File: config.mk
export PLATFORM = sky130hd
export DESIGN_NAME = ftpe_front
export DESIGN_NICKNAME = d
export VERILOG_FILES = /design/src/flow_table_probe_engine_core_assert.svh /design/src/ftpe_pkg.sv /design/src/ftpe_front.sv
export SDC_FILE = /design/constraint.sdc
export NUM_CORES = 1
export LEC_CHECK = 0
export BUFFER_PORTS_ARGS = -buffer_cell sky130_fd_sc_hd__buf_4
export CORE_ASPECT_RATIO = 0.75
export CORE_MARGIN = 1
export CORE_UTILIZATION = 30
export CTS_BUF_LIST = sky130_fd_sc_hd__clkbuf_2 sky130_fd_sc_hd__clkbuf_4 sky130_fd_sc_hd__clkbuf_8
export DETAILED_ROUTE_END_ITERATION = 8
export SKIP_CTS_REPAIR_TIMING = 1
export SLEW_MARGIN = 20
export SYNTH_ARGS = -nofsm -noshare
export SYNTH_HDL_FRONTEND = slang
export SYNTH_SLANG_ARGS = --single-unit
export TNS_END_PERCENT = 100
File: constraint.sdc
create_clock -name clk -period 18.8 [get_ports clk]
set_input_delay 5.64 -clock clk [delete_from_list [all_inputs] [get_ports clk]]
set_output_delay 5.64 -clock clk [all_outputs]
set_load 0.01 [all_outputs]
File: src/flow_table_probe_engine_core_assert.svh
// Assertion macros for the flow table probe engine.
// Used by the back-end module; no other dependencies.
`ifndef FLOW_TABLE_PROBE_ENGINE_CORE_ASSERT_SVH
`define FLOW_TABLE_PROBE_ENGINE_CORE_ASSERT_SVH
`ifndef NO_ASSERTIONS
// checked out of reset only
`define FTPE_ASSERT(lbl, prop, msg) \
    lbl: assert property (@(posedge clk) disable iff (!rst_n) prop) else $error(msg);
// checked during reset as well
`define FTPE_ASSERT_NR(lbl, prop, msg) \
    lbl: assert property (@(posedge clk) prop) else $error(msg);
`else
`define FTPE_ASSERT(lbl, prop, msg)
`define FTPE_ASSERT_NR(lbl, prop, msg)
`endif
`endif

File: src/ftpe_pkg.sv
// Shared types, constants and codes of the flow table probe engine.
// No dependencies.
`default_nettype none
package ftpe_pkg;
    localparam int TABLE_ENTRIES = 1024;
    localparam int PROBE_LIMIT   = 8;
    localparam int IDX_W = $clog2(TABLE_ENTRIES);
    localparam int CNT_W = IDX_W + 1;
    localparam int P_W   = (PROBE_LIMIT > 1) ? $clog2(PROBE_LIMIT) : 1;

    localparam logic [31:0] FNV_BASIS = 32'h811C9DC5;
    localparam logic [31:0] FNV_PRIME = 32'h01000193;

    // operation codes
    localparam logic [1:0] FN_FLOW   = 2'd0;
    localparam logic [1:0] FN_REBASE = 2'd1;
    localparam logic [1:0] FN_FETCH  = 2'd2;
    localparam logic [1:0] FN_UNUSED = 2'd3;

    // result status codes
    localparam logic [2:0] RS_HIT      = 3'd0;
    localparam logic [2:0] RS_INSERTED = 3'd1;
    localparam logic [2:0] RS_OFF_DROP = 3'd2;
    localparam logic [2:0] RS_FULL     = 3'd3;
    localparam logic [2:0] RS_REBASED  = 3'd4;
    localparam logic [2:0] RS_UNSENT   = 3'd5;
    localparam logic [2:0] RS_NONE     = 3'd6;

    // slot states
    localparam logic [1:0] SL_EMPTY   = 2'd0;
    localparam logic [1:0] SL_SENT    = 2'd1;
    localparam logic [1:0] SL_UNSENT  = 2'd2;
    localparam logic [1:0] SL_DELETED = 2'd3;

    // register indexes
    localparam logic [2:0] CFG_EXPIRY  = 3'd0;
    localparam logic [2:0] CFG_MAX_OFF = 3'd1;
    localparam logic [2:0] CFG_MIN_OFF = 3'd2;
    localparam logic [2:0] CFG_LIN     = 3'd3;
    localparam logic [2:0] CFG_SQ      = 3'd4;

    typedef struct packed {
        logic [7:0]  proto;
        logic [31:0] ports;
        logic [31:0] dip;
        logic [31:0] sip;
    } key_t;

    typedef struct packed {
        logic [1:0]  func;
        logic [31:0] ts;
        key_t        key;
        logic [31:0] hash;
    } cmd_t;

    typedef struct packed {
        logic [31:0] expiry;
        logic [30:0] max_off;
        logic [31:0] min_off;
        logic [15:0] lin;
        logic [15:0] sq;
    } cfg_t;

    typedef struct packed {
        logic [2:0]       status;
        logic [IDX_W-1:0] idx;
        key_t             key;
        logic [31:0]      base;
        logic [CNT_W-1:0] live;
        logic [31:0]      expired;
        logic [31:0]      dropped;
    } res_t;
endpackage
`default_nettype wire

File: src/ftpe_front.sv
// Front end: takes input beats and hashes the five-tuple byte by byte.
// Depends on ftpe_pkg.
`default_nettype none
module ftpe_front (
    input  logic          clk,
    input  logic          rst_n,
    input  logic          enable,
    input  logic          in_valid,
    output logic          in_ready,
    input  ftpe_pkg::cmd_t in_cmd,
    output logic          q_push,
    output ftpe_pkg::cmd_t q_cmd,
    input  logic          q_full
);
    import ftpe_pkg::*;

    localparam logic [1:0] F_IDLE = 2'd0;
    localparam logic [1:0] F_HASH = 2'd1;
    localparam logic [1:0] F_PUSH = 2'd2;
    localparam logic [3:0] LAST_BYTE = 4'd12;

    logic [1:0]  state_reg, state_next;
    logic [3:0]  bcnt_reg, bcnt_next;
    cmd_t        cmd_reg, cmd_next;
    logic [103:0] msg;
    logic [7:0]  byte_sel;

    // hashed byte order: sip, dip, src port, dst port (little-endian), protocol
    assign msg      = {cmd_reg.key.proto, cmd_reg.key.ports[15:8], cmd_reg.key.ports[7:0],
                       cmd_reg.key.ports[31:24], cmd_reg.key.ports[23:16],
                       cmd_reg.key.dip, cmd_reg.key.sip};
    assign byte_sel = msg[8*bcnt_reg +: 8];

    assign in_ready = enable && (state_reg == F_IDLE);
    assign q_push   = (state_reg == F_PUSH) && !q_full;
    assign q_cmd    = cmd_reg;

    always_comb
    begin
        state_next = state_reg;
        bcnt_next  = bcnt_reg;
        cmd_next   = cmd_reg;
        unique case (state_reg)
            F_IDLE:
            begin
                if (in_valid && in_ready)
                begin
                    cmd_next      = in_cmd;
                    cmd_next.hash = FNV_BASIS;
                    bcnt_next     = '0;
                    state_next    = F_HASH;
                end
            end
            F_HASH:
            begin
                cmd_next.hash = (cmd_reg.hash ^ {24'd0, byte_sel}) * FNV_PRIME;
                bcnt_next     = bcnt_reg + 4'd1;
                if (bcnt_reg == LAST_BYTE)
                    state_next = F_PUSH;
            end
            F_PUSH:
            begin
                if (!q_full)
                    state_next = F_IDLE;
            end
            default: state_next = F_IDLE;
        endcase
    end

    always_ff @(posedge clk or negedge rst_n)
    begin
        if (!rst_n)
        begin
            state_reg <= F_IDLE;
            bcnt_reg  <= '0;
        end
        else
        begin
            state_reg <= state_next;
            bcnt_reg  <= bcnt_next;
        end
    end

    always_ff @(posedge clk)
    begin
        cmd_reg <= cmd_next;
    end
endmodule
`default_nettype wire

==> summary.md <==
| Metric | Value |
|---|---|
| CP max FO | `2` |
| WL per Instance | `20.5 um` |
| Antenna Cells | `0` |
| Largest register FFs | `170` |
| H-tree depth | `4` |
| Clk_skew | `0.0361 ns` |
| DRT iter0 DRCs | `373` |
| Mapped Avg Cell Area | `12.9 um^2` |
| RSZ-0062 raised after global routing | `false` |
| R2r worst-path depth | `22` |
| DRC | `0` |
| First drt pass iteration count | `4` |
| Count of final hold-check violations | `0` |
| Drt via density | `4.59` |
| Worst setup SP type | `input port` |
| Vias in the first global route | `8852` |
| Achievable Freq | `84.7 MHz` |
| Num rows | `63` |
| Reg2reg start | `bcnt_reg[0]$_DFFE_PN0P_` |
| Post-synthesis sequential area ratio | `43.1%` |
| Die X-Extent | `235 um` |
| Syn nets | `1383` |
| Largest net degree at the start of global routing | `87` |
| Pre-CTS setup slack | `6.99 ns` |
| Final ANT Viol Nets | `0` |
| Core area | `39700 um^2` |
| Worst slew pin tran | `0.846 ns` |
| Worst Path Required | `13.16 ns` |
| Status | `finished, final reports clean` |
| Hold WC Path Type | `reg2reg` |
| Starting Density | `30.7%` |
| NumNets Final | `1708` |
| Final TNS setup | `0 ns` |
| Hold Crit Depth | `2` |
| Initial antenna violation count | `2` |
| Max-slew violations | `0` |
| Worst path bufs/invs | `2` |
| Crit-path cells | `buf_4, nor3b_1, buf_4` |
| Post-synthesis cell type count | `60` |
| Root Buffer | `clkbuf_8` |
| Slowest CP cell | `nor3b_1` |
| Worst hold endpoint | `state_reg[1]$_DFFE_PN0P_` |
| Share of cells above drive strength 1 | `30.2%` |
| Critical Path AT | `6.16 ns` |
| Clock Tree Buf Depth | `2` |
| Final Worst Setup Slack | `7.00 ns` |
| Most frequent cells in the layout | `buf_4, ha_1, inv_1` |
| Grt total ovfl | `0` |
| Fin crit period | `11.80 ns` |
| R2R setup slack | `10.99 ns` |
| Yosys reg bits | `176` |
| Die Y | `176 um` |
| Commonest register cell after synthesis | `edfxtp_1` |
| Yosys Warn Count | `0` |
| Vias | `8287` |
| Reg clk slew, reported paths | `0.10 ns` |
| Post-synth EDFFs | `170` |
| CTS Buf Count | `17` |
| Die Area | `41400 um^2` |
| Setup crit end kind | `output port` |
| Area Growth Syn to Fin | `27.9%` |
| Syn Std Cell Area | `12200 um^2` |
| R2R Path End | `q_cmd[29]$_SDFFCE_PN0P_` |
| Top delay family on crit path | `buffers and inverters` |
| Gr usage total | `18.3%` |
| Hold Startpoint | `state_reg[1]$_DFFE_PN0P_` |
| Buffers on Ports | `314` |
| TritonCTS Sinks | `176` |
| First-pass GRT wire length | `55000 um` |
| Worst path max stage delay | `0.23 ns` |
| Post-Route WL | `37000 um` |
| Asr flop ratio synth | `3.41%` |
| GPL Wtd Cong | `0.902` |
| Period utilisation layout | `62.8%` |
| Cell mode on critical path | `buf_4` |
| Commonest non-fill, non-tap cell in the layout | `buf_4` |
| Skew-Pair Late Insertion Delay | `0.52 ns` |
| Slew margin rel. | `43.4%` |
| FILL cells | `3872` |
| Max-cap violations | `0` |
| Setup-violating endpoint count in the final report | `0` |
| Crit path kind | `in2out` |
| IO Count | `347` |
| Syn Inst Count | `947` |
| CTS tree | `built` |
| Dpl hpwl | `30200 um` |
-- cell type report --
| type | instances | area, um^2 | area share (%) |
|---|---|---|---|
| Clock buffer | 17 | 234 | 1.50 |
| Clock inverter | 15 | 156 | 1.00 |
| Inverter | 180 | 681 | 4.37 |
| Multi-Input combinational cell | 574 | 6170 | 39.6 |
| Sequential cell | 176 | 5260 | 33.7 |
| Tap cell | 520 | 651 | 4.18 |
| Timing Repair Buffer | 323 | 2420 | 15.6 |
-- worst max path at each step --
stage / endpoint / cells past startpoint / from / slack [ns]
6_report: in_ready / 3 / enable / 7.00
5_1_grt: in_ready / 3 / enable / 6.95
4_1_cts: in_ready / 3 / enable / 6.99
3_5_place_dp: in_ready / 3 / enable / 6.99
3_3_place_gp: in_ready / 3 / enable / 6.97
2_1_floorplan: in_ready / 1 / enable / 7.16
-- stage by stage --
stage          util, %  instance area [um^2]  hold slack, ns  cells
2_1_floorplan        -                 12200           0.522    947
3_3_place_gp      38.2                 15200           0.600   1773
3_5_place_dp      38.2                 15200           0.588   1773
4_1_cts           39.2                 15600           0.618   1805
5_1_grt           39.2                 15600           0.665   1805
6_report          39.2                 15600           0.609   1805
-- kinds of logic (layout without fill, tap and decap cells) --
kind of cell	count (synthesis)	after routing	synth area share (%)
buf+inv	197	535	6.18
xor+xnor	44	44	3.23
fa+ha+maj	261	261	31.4
compound gates	110	110	6.28
flops	176	176	43.1
mux	31	31	4.60
simple gates	128	128	5.19
-- synthesized netlist by cell type (all sizes together), types with 4 or more instances --
cell	n	area (um^2)
a21o	9	67.6
dfrtp	6	150
o221ai	5	43.8
nand2b	7	43.8
a221oi	5	43.8
nand2	48	180
ha	187	2340
a211oi	7	52.6
xnor2	26	235
buf	8	43.8
fa	74	1480
nand3	8	40.0
o211ai	4	30.0
xor2	18	158
a31oi	6	37.5
edfxtp	170	5100
a21oi	29	145
nor3	6	30.0
mux4	20	450
mux2i	11	110
and2	9	56.3
inv	180	676
clkbuf	9	33.8
nor2	27	101
o21ai	21	105
nor2b	5	31.3
-- tightest hold or removal path, cell delays in order (launching register included) --
cell and delay [ns]:
dfrtp_1 0.40, nand3b_1 0.11, nand2_1 0.07
-- metal layers --
layer	GRT usage (%)	wire length (um)	up-vias
met5	0	31	-
met4	5.84	852	4
met3	4.50	2160	33
met2	33.1	19100	230
met1	21.1	14900	4050
li1	-	-	3970
Power is not shown: default switching activity piles up to over one toggle a cycle in this logic, so the estimate is an artifact.
