## src/flow_table_probe_engine_core_assert.svh

```systemverilog
// Assertion macros for the flow table probe engine.
// Used by the back-end module; no other dependencies.
`ifndef FLOW_TABLE_PROBE_ENGINE_CORE_ASSERT_SVH
`define FLOW_TABLE_PROBE_ENGINE_CORE_ASSERT_SVH
`ifndef NO_ASSERTIONS
// checked out of reset only
`define FTPE_ASSERT(lbl, prop, msg) \
    lbl: assert property (@(posedge clk) disable iff (!rst_n) prop) else $error(msg);
// checked during reset as well
`define FTPE_ASSERT_NR(lbl, prop, msg) \
    lbl: assert property (@(posedge clk) prop) else $error(msg);
`else
`define FTPE_ASSERT(lbl, prop, msg)
`define FTPE_ASSERT_NR(lbl, prop, msg)
`endif
`endif

```

## src/ftpe_pkg.sv

```systemverilog
// Shared types, constants and codes of the flow table probe engine.
// No dependencies.
`default_nettype none
package ftpe_pkg;
    localparam int TABLE_ENTRIES = 1024;
    localparam int PROBE_LIMIT   = 8;
    localparam int IDX_W = $clog2(TABLE_ENTRIES);
    localparam int CNT_W = IDX_W + 1;
    localparam int P_W   = (PROBE_LIMIT > 1) ? $clog2(PROBE_LIMIT) : 1;

    localparam logic [31:0] FNV_BASIS = 32'h811C9DC5;
    localparam logic [31:0] FNV_PRIME = 32'h01000193;

    // operation codes
    localparam logic [1:0] FN_FLOW   = 2'd0;
    localparam logic [1:0] FN_REBASE = 2'd1;
    localparam logic [1:0] FN_FETCH  = 2'd2;
    localparam logic [1:0] FN_UNUSED = 2'd3;

    // result status codes
    localparam logic [2:0] RS_HIT      = 3'd0;
    localparam logic [2:0] RS_INSERTED = 3'd1;
    localparam logic [2:0] RS_OFF_DROP = 3'd2;
    localparam logic [2:0] RS_FULL     = 3'd3;
    localparam logic [2:0] RS_REBASED  = 3'd4;
    localparam logic [2:0] RS_UNSENT   = 3'd5;
    localparam logic [2:0] RS_NONE     = 3'd6;

    // slot states
    localparam logic [1:0] SL_EMPTY   = 2'd0;
    localparam logic [1:0] SL_SENT    = 2'd1;
    localparam logic [1:0] SL_UNSENT  = 2'd2;
    localparam logic [1:0] SL_DELETED = 2'd3;

    // register indexes
    localparam logic [2:0] CFG_EXPIRY  = 3'd0;
    localparam logic [2:0] CFG_MAX_OFF = 3'd1;
    localparam logic [2:0] CFG_MIN_OFF = 3'd2;
    localparam logic [2:0] CFG_LIN     = 3'd3;
    localparam logic [2:0] CFG_SQ      = 3'd4;

    typedef struct packed {
        logic [7:0]  proto;
        logic [31:0] ports;
        logic [31:0] dip;
        logic [31:0] sip;
    } key_t;

    typedef struct packed {
        logic [1:0]  func;
        logic [31:0] ts;
        key_t        key;
        logic [31:0] hash;
    } cmd_t;

    typedef struct packed {
        logic [31:0] expiry;
        logic [30:0] max_off;
        logic [31:0] min_off;
        logic [15:0] lin;
        logic [15:0] sq;
    } cfg_t;

    typedef struct packed {
        logic [2:0]       status;
        logic [IDX_W-1:0] idx;
        key_t             key;
        logic [31:0]      base;
        logic [CNT_W-1:0] live;
        logic [31:0]      expired;
        logic [31:0]      dropped;
    } res_t;
endpackage
`default_nettype wire

```

## src/ftpe_queue.sv

```systemverilog
// Two-entry command queue between front and back end.
// Depends on ftpe_pkg.
`default_nettype none
module ftpe_queue (
    input  logic          clk,
    input  logic          rst_n,
    input  logic          push,
    input  ftpe_pkg::cmd_t push_cmd,
    output logic          full,
    input  logic          pop,
    output logic          head_vld,
    output ftpe_pkg::cmd_t head
);
    import ftpe_pkg::*;

    cmd_t       mem_reg [2];
    logic       wp_reg, rp_reg;
    logic [1:0] cnt_reg;

    assign full     = (cnt_reg == 2'd2);
    assign head_vld = (cnt_reg != 2'd0);
    assign head     = mem_reg[rp_reg];

    always_ff @(posedge clk or negedge rst_n)
    begin
        if (!rst_n)
        begin
            wp_reg  <= 1'b0;
            rp_reg  <= 1'b0;
            cnt_reg <= '0;
        end
        else
        begin
            if (push)
                wp_reg <= ~wp_reg;
            if (pop)
                rp_reg <= ~rp_reg;
            cnt_reg <= cnt_reg + {1'b0, push} - {1'b0, pop};
        end
    end

    always_ff @(posedge clk)
    begin
        if (push)
            mem_reg[wp_reg] <= push_cmd;
    end
endmodule
`default_nettype wire

```

## config.mk

```make
export PLATFORM = sky130hd
export DESIGN_NAME = ftpe_queue
export DESIGN_NICKNAME = d
export VERILOG_FILES = /design/src/flow_table_probe_engine_core_assert.svh /design/src/ftpe_pkg.sv /design/src/ftpe_queue.sv
export SDC_FILE = /design/constraint.sdc
export NUM_CORES = 1
export LEC_CHECK = 0
export ABC_CLOCK_PERIOD_IN_PS = 10500
export BUFFER_PORTS_ARGS = -buffer_cell sky130_fd_sc_hd__buf_2
export CAP_MARGIN = 30
export CELL_PAD_IN_SITES_DETAIL_PLACEMENT = 0
export CELL_PAD_IN_SITES_GLOBAL_PLACEMENT = 1
export CORE_UTILIZATION = 44
export DETAILED_ROUTE_END_ITERATION = 16
export GPL_ROUTABILITY_DRIVEN = 1
export MAX_ROUTING_LAYER = met4
export PLACE_DENSITY_LB_ADDON = 0.1
export RECOVER_POWER = 100
export SLEW_MARGIN = 20
export SYNTH_ARGS = -nofsm -noshare
export SYNTH_HDL_FRONTEND = slang
export SYNTH_SLANG_ARGS = --single-unit
```

## constraint.sdc

```tcl
create_clock -name clk -period 10.5 [get_ports clk]
set_input_delay 2.1 -clock clk [delete_from_list [all_inputs] [get_ports clk]]
set_output_delay 2.1 -clock clk [all_outputs]
set_load 0.02 [all_outputs]
```

==> results.rst <==
.. list-table::
   :header-rows: 1

   * - Metric
     - Value
   * - Result of the run
     - complete, but fails checks
   * - Violated checks
     - max-capacitance violations, max-slew violations
   * - Total of cells resized after clock tree synthesis
     - 0
   * - Net count after synthesis
     - 720
   * - Maximum ir drop on the vdd rail
     - ~0.16 mV
   * - Transition time at the pin with the least slew margin
     - about 3.8 ns
   * - Cell count after placement
     - roughly 1,300
   * - Rel. slew slack
     - -150%
   * - Share of the cycle needed by the critical path after routing
     - 64.8%
   * - Via density per instance
     - around 4.7
   * - Startpoint types
     - flop
   * - Final std cells w/o fill
     - between 1,000 and 1,500
   * - Number of hold buffers added after CTS
     - 0
   * - Gate count of the mapped netlist
     - 544
   * - Number of warnings printed during yosys synthesis
     - 0
   * - H-tree levels
     - 2
   * - CTS root buffer
     - clkbuf_16
   * - Worst setup path category
     - flop to output port
   * - Number of design rule violations left after detail routing
     - 0
   * - Die Span X
     - 173 µm
   * - Post-synthesis share of cell area spent on and, or, nand and nor gates
     - less than 1%
   * - Setup Fix Bufs, Post-CTS
     - 0
   * - Capture point of the worst reg-to-reg path
     - mem_reg[0][84]
   * - Port-buffer cells
     - ~350
   * - Routed wire length
     - between 20,000 and 25,000 µm
   * - Fin Hold WS
     - 0.487 ns
   * - Fin. max-slew vios
     - 283
   * - Floorplan Core Area
     - between 20,000 and 30,000 µm²
   * - Ranking of synthesized cells by area
     - edfxtp_1, mux2_4, mux2_2
   * - Initial DRC count
     - 296
   * - Sink Count
     - between 300 and 400
   * - Global-route wire length before repair
     - between 30,000 and 40,000 µm
   * - Worst clock skew
     - 0.00978 ns
   * - Number of hold-slack violations in the final timing report
     - 0
   * - Synthesized cell area
     - about 13,000 µm²
   * - Global placement routability congestion
     - between 0.7 and 0.8
   * - Global Route Usage Sum
     - between 10% and 20%
   * - Xor/xnor share of the synthesized area
     - less than 1%
   * - Switching Power
     - about 1.4 mW
   * - Required time of the critical path
     - around 8.4 ns
   * - Via count
     - 6,310
   * - Synthesis-stage register bit count
     - roughly 340
   * - Flip-flop count of the largest register after layout
     - 340
   * - Max-cap violations
     - 7
   * - Buffer depth of the longest clock path
     - 3
   * - Clock slew seen by the registers of the worst setup and hold paths
     - 0.06 ns
   * - Largest net degree at the start of global routing
     - just over 70
   * - Number of rows created at floorplan
     - 62
   * - Minimum clock period after layout
     - 6.81 ns
   * - Unrepaired setup endpoints after global routing
     - no
   * - Total Neg Setup Slack
     - 0 ns
   * - Wirelength per Cell
     - ~19 µm
   * - Tightest Hold Check Type
     - flop to flop
   * - Switching share of power
     - between 30% and 40%
   * - Achievable Freq
     - around 150 MHz
   * - Multiplexer share of the synthesized area
     - 17.6%
   * - Area share of the largest cell type after synthesis
     - between 70% and 80%
   * - Power density relative to cell area
     - about 290 nW/µm²
   * - Half-perimeter wire length of the detailed placement result
     - 17,000 µm
   * - Detailed-router iteration count before antenna repair
     - 4
   * - Die footprint
     - 29,800 µm²
   * - Share of synthesized cell area in full adder, half adder and majority cells
     - 0.195%
   * - Design internal power
     - between 3 and 4 mW
   * - Worst path arrival time
     - between 4 and 5 ns
   * - Clock tree from TritonCTS
     - done
   * - Startpoint of the lowest-slack register-to-register path
     - wp_reg
   * - Initial standard-cell utilization of the core
     - between 40% and 50%
   * - Initial antenna violation count
     - 8
   * - Number of global-route vias before repair
     - about 6,800
   * - Remaining global-route overflow
     - 0
   * - Worst Hold Launch
     - wp_reg
   * - Number of library cell types mapped by synthesis
     - 13
   * - Post-synthesis average cell area
     - 23.6 µm²
   * - Setup violations, final
     - 0
   * - Combinational family with the most area after synthesis
     - multiplexers
   * - R2R Setup Slk
     - 5.47 ns
   * - Post-layout net count
     - between 1,000 and 1,500
   * - Clock buffers created by TritonCTS
     - 37
   * - Post-synthesis compound-gate area fraction
     - 0%
   * - Signed area change from the synthesized netlist to the final layout
     - 22.6%
   * - Part of the Yosys area used for sequential elements
     - between 80% and 90%
   * - Fraction of power consumed by the clock network
     - 26.1%
   * - Number of instances on the worst hold path
     - 1
   * - Depth of the most critical reg-to-reg path
     - 2
   * - Fraction of layout instances using a drive strength above 1
     - between 30% and 40%
   * - Category of the worst setup path capture point
     - output port
   * - Part of the power in combinational logic
     - between 30% and 40%
   * - Die Y
     - between 150 and 200 µm
   * - Capture endpoint of the worst hold path
     - wp_reg
   * - Clock network latency to the later pin of the worst-skew pair
     - just over 0.5 ns
   * - Maximum fanout along the worst path
     - 42
   * - Filler cell count
     - about 2,400
   * - P_leak
     - around 5.6 nW
   * - Share of total power in sequential cells
     - 42.8%
   * - Number of I/O pins
     - about 350
   * - Antenna-violating nets left
     - 0
   * - Post-synthesis cell type with the largest combined area
     - edfxtp_1
cell usage in the layout, fill, tap and decap left out, drive strengths merged:
cell and n:
edfxtp 340, clkbuf 248, mux2 170, buf 155, clkinv 12, diode 9, dfrtp 4, inv 3
nor2b 2, xor2 2, ha 2, xor3 1, or2 1, and2 1, bufinv 1
logic make-up after synthesis:
kind of cell	count (synthesis)
buffers and inverters	21
AND/OR/NAND/NOR	4
XOR/XNOR	3
multiplexers	170
flip-flops	344
adder cells (fa/ha/maj)	2
power by group through the flow:
| stage | Clock, mW | Combinational, mW | Sequential (mW) |
|---|---|---|---|
| after detailed placement | 0 | 1.53 | 1.95 |
| after floorplan | 0 | 1.12 | 1.96 |
| final | 1.17 | 1.40 | 1.92 |
| after global placement | 0 | 1.50 | 1.93 |
| after CTS | 1.21 | 1.53 | 1.92 |
| after global routing | 1.25 | 1.49 | 1.95 |
cell type report:
type	count	area [µm²]	area share, %
Sequential cell	344	10300	65.5
Multi-Input combinational cell	179	2210	14.0
Timing Repair Buffer	355	1600	10.2
Clock buffer	48	1010	6.42
Tap cell	384	480	3.05
Clock inverter	14	87.6	0.557
Antenna cell	9	22.5	0.143
Inverter	2	7.51	0.0477
synth_stat cells:
cell type / count
nor2b_1: 2
buf_6: 11
xor2_1: 2
ha_1: 2
and2_1: 1
dfrtp_1: 4
xor3_1: 1
edfxtp_1: 340
mux2_4: 90
buf_2: 8
inv_1: 2
mux2_2: 80
or2_2: 1
how the worst max path moves through the flow:
stage               depth (start not counted)             end  slack (ns)  startpoint
floorplan                                   1   mem_reg[0][0]        0.34        push
global placement                            4  mem_reg[1][32]        5.69        push
detailed placement                          4  mem_reg[1][32]        5.57        push
CTS                                         4        head[83]        5.54      rp_reg
global route                                4        head[83]        3.28      rp_reg
finish                                      4        head[83]        3.69      rp_reg
per-stage QoR:
step	total power, mW	area [µm²]	util, %	setup WS [ns]
2_1_floorplan	3.08	12800	-	0.335
3_3_place_gp	3.43	14900	52.0	5.69
3_5_place_dp	3.47	15000	52.2	5.57
4_1_cts	4.66	16100	56.1	5.54
5_1_grt	4.70	15700	54.8	3.28
6_report	4.49	15700	54.8	3.69
worst max-delay path: stages (launching register included):
cell and delay, ns:
dfrtp_1 1.53, clkbuf_1 1.74, buf_12 0.32, mux2_1 0.39, buf_2 0.17
routing by layer:
metal  up-vias  wire length (µm)  part of all wire [%]  track usage, %
li1       2935                 -                     -               -
met1      3097              9370                    38            19.0
met2       241             12500                    50            27.7
met3        37              2420                   9.7            7.01
met4         0               512                   2.1            5.60
met5         -                 0                     0               -
(Power assumes the default switching activity.)
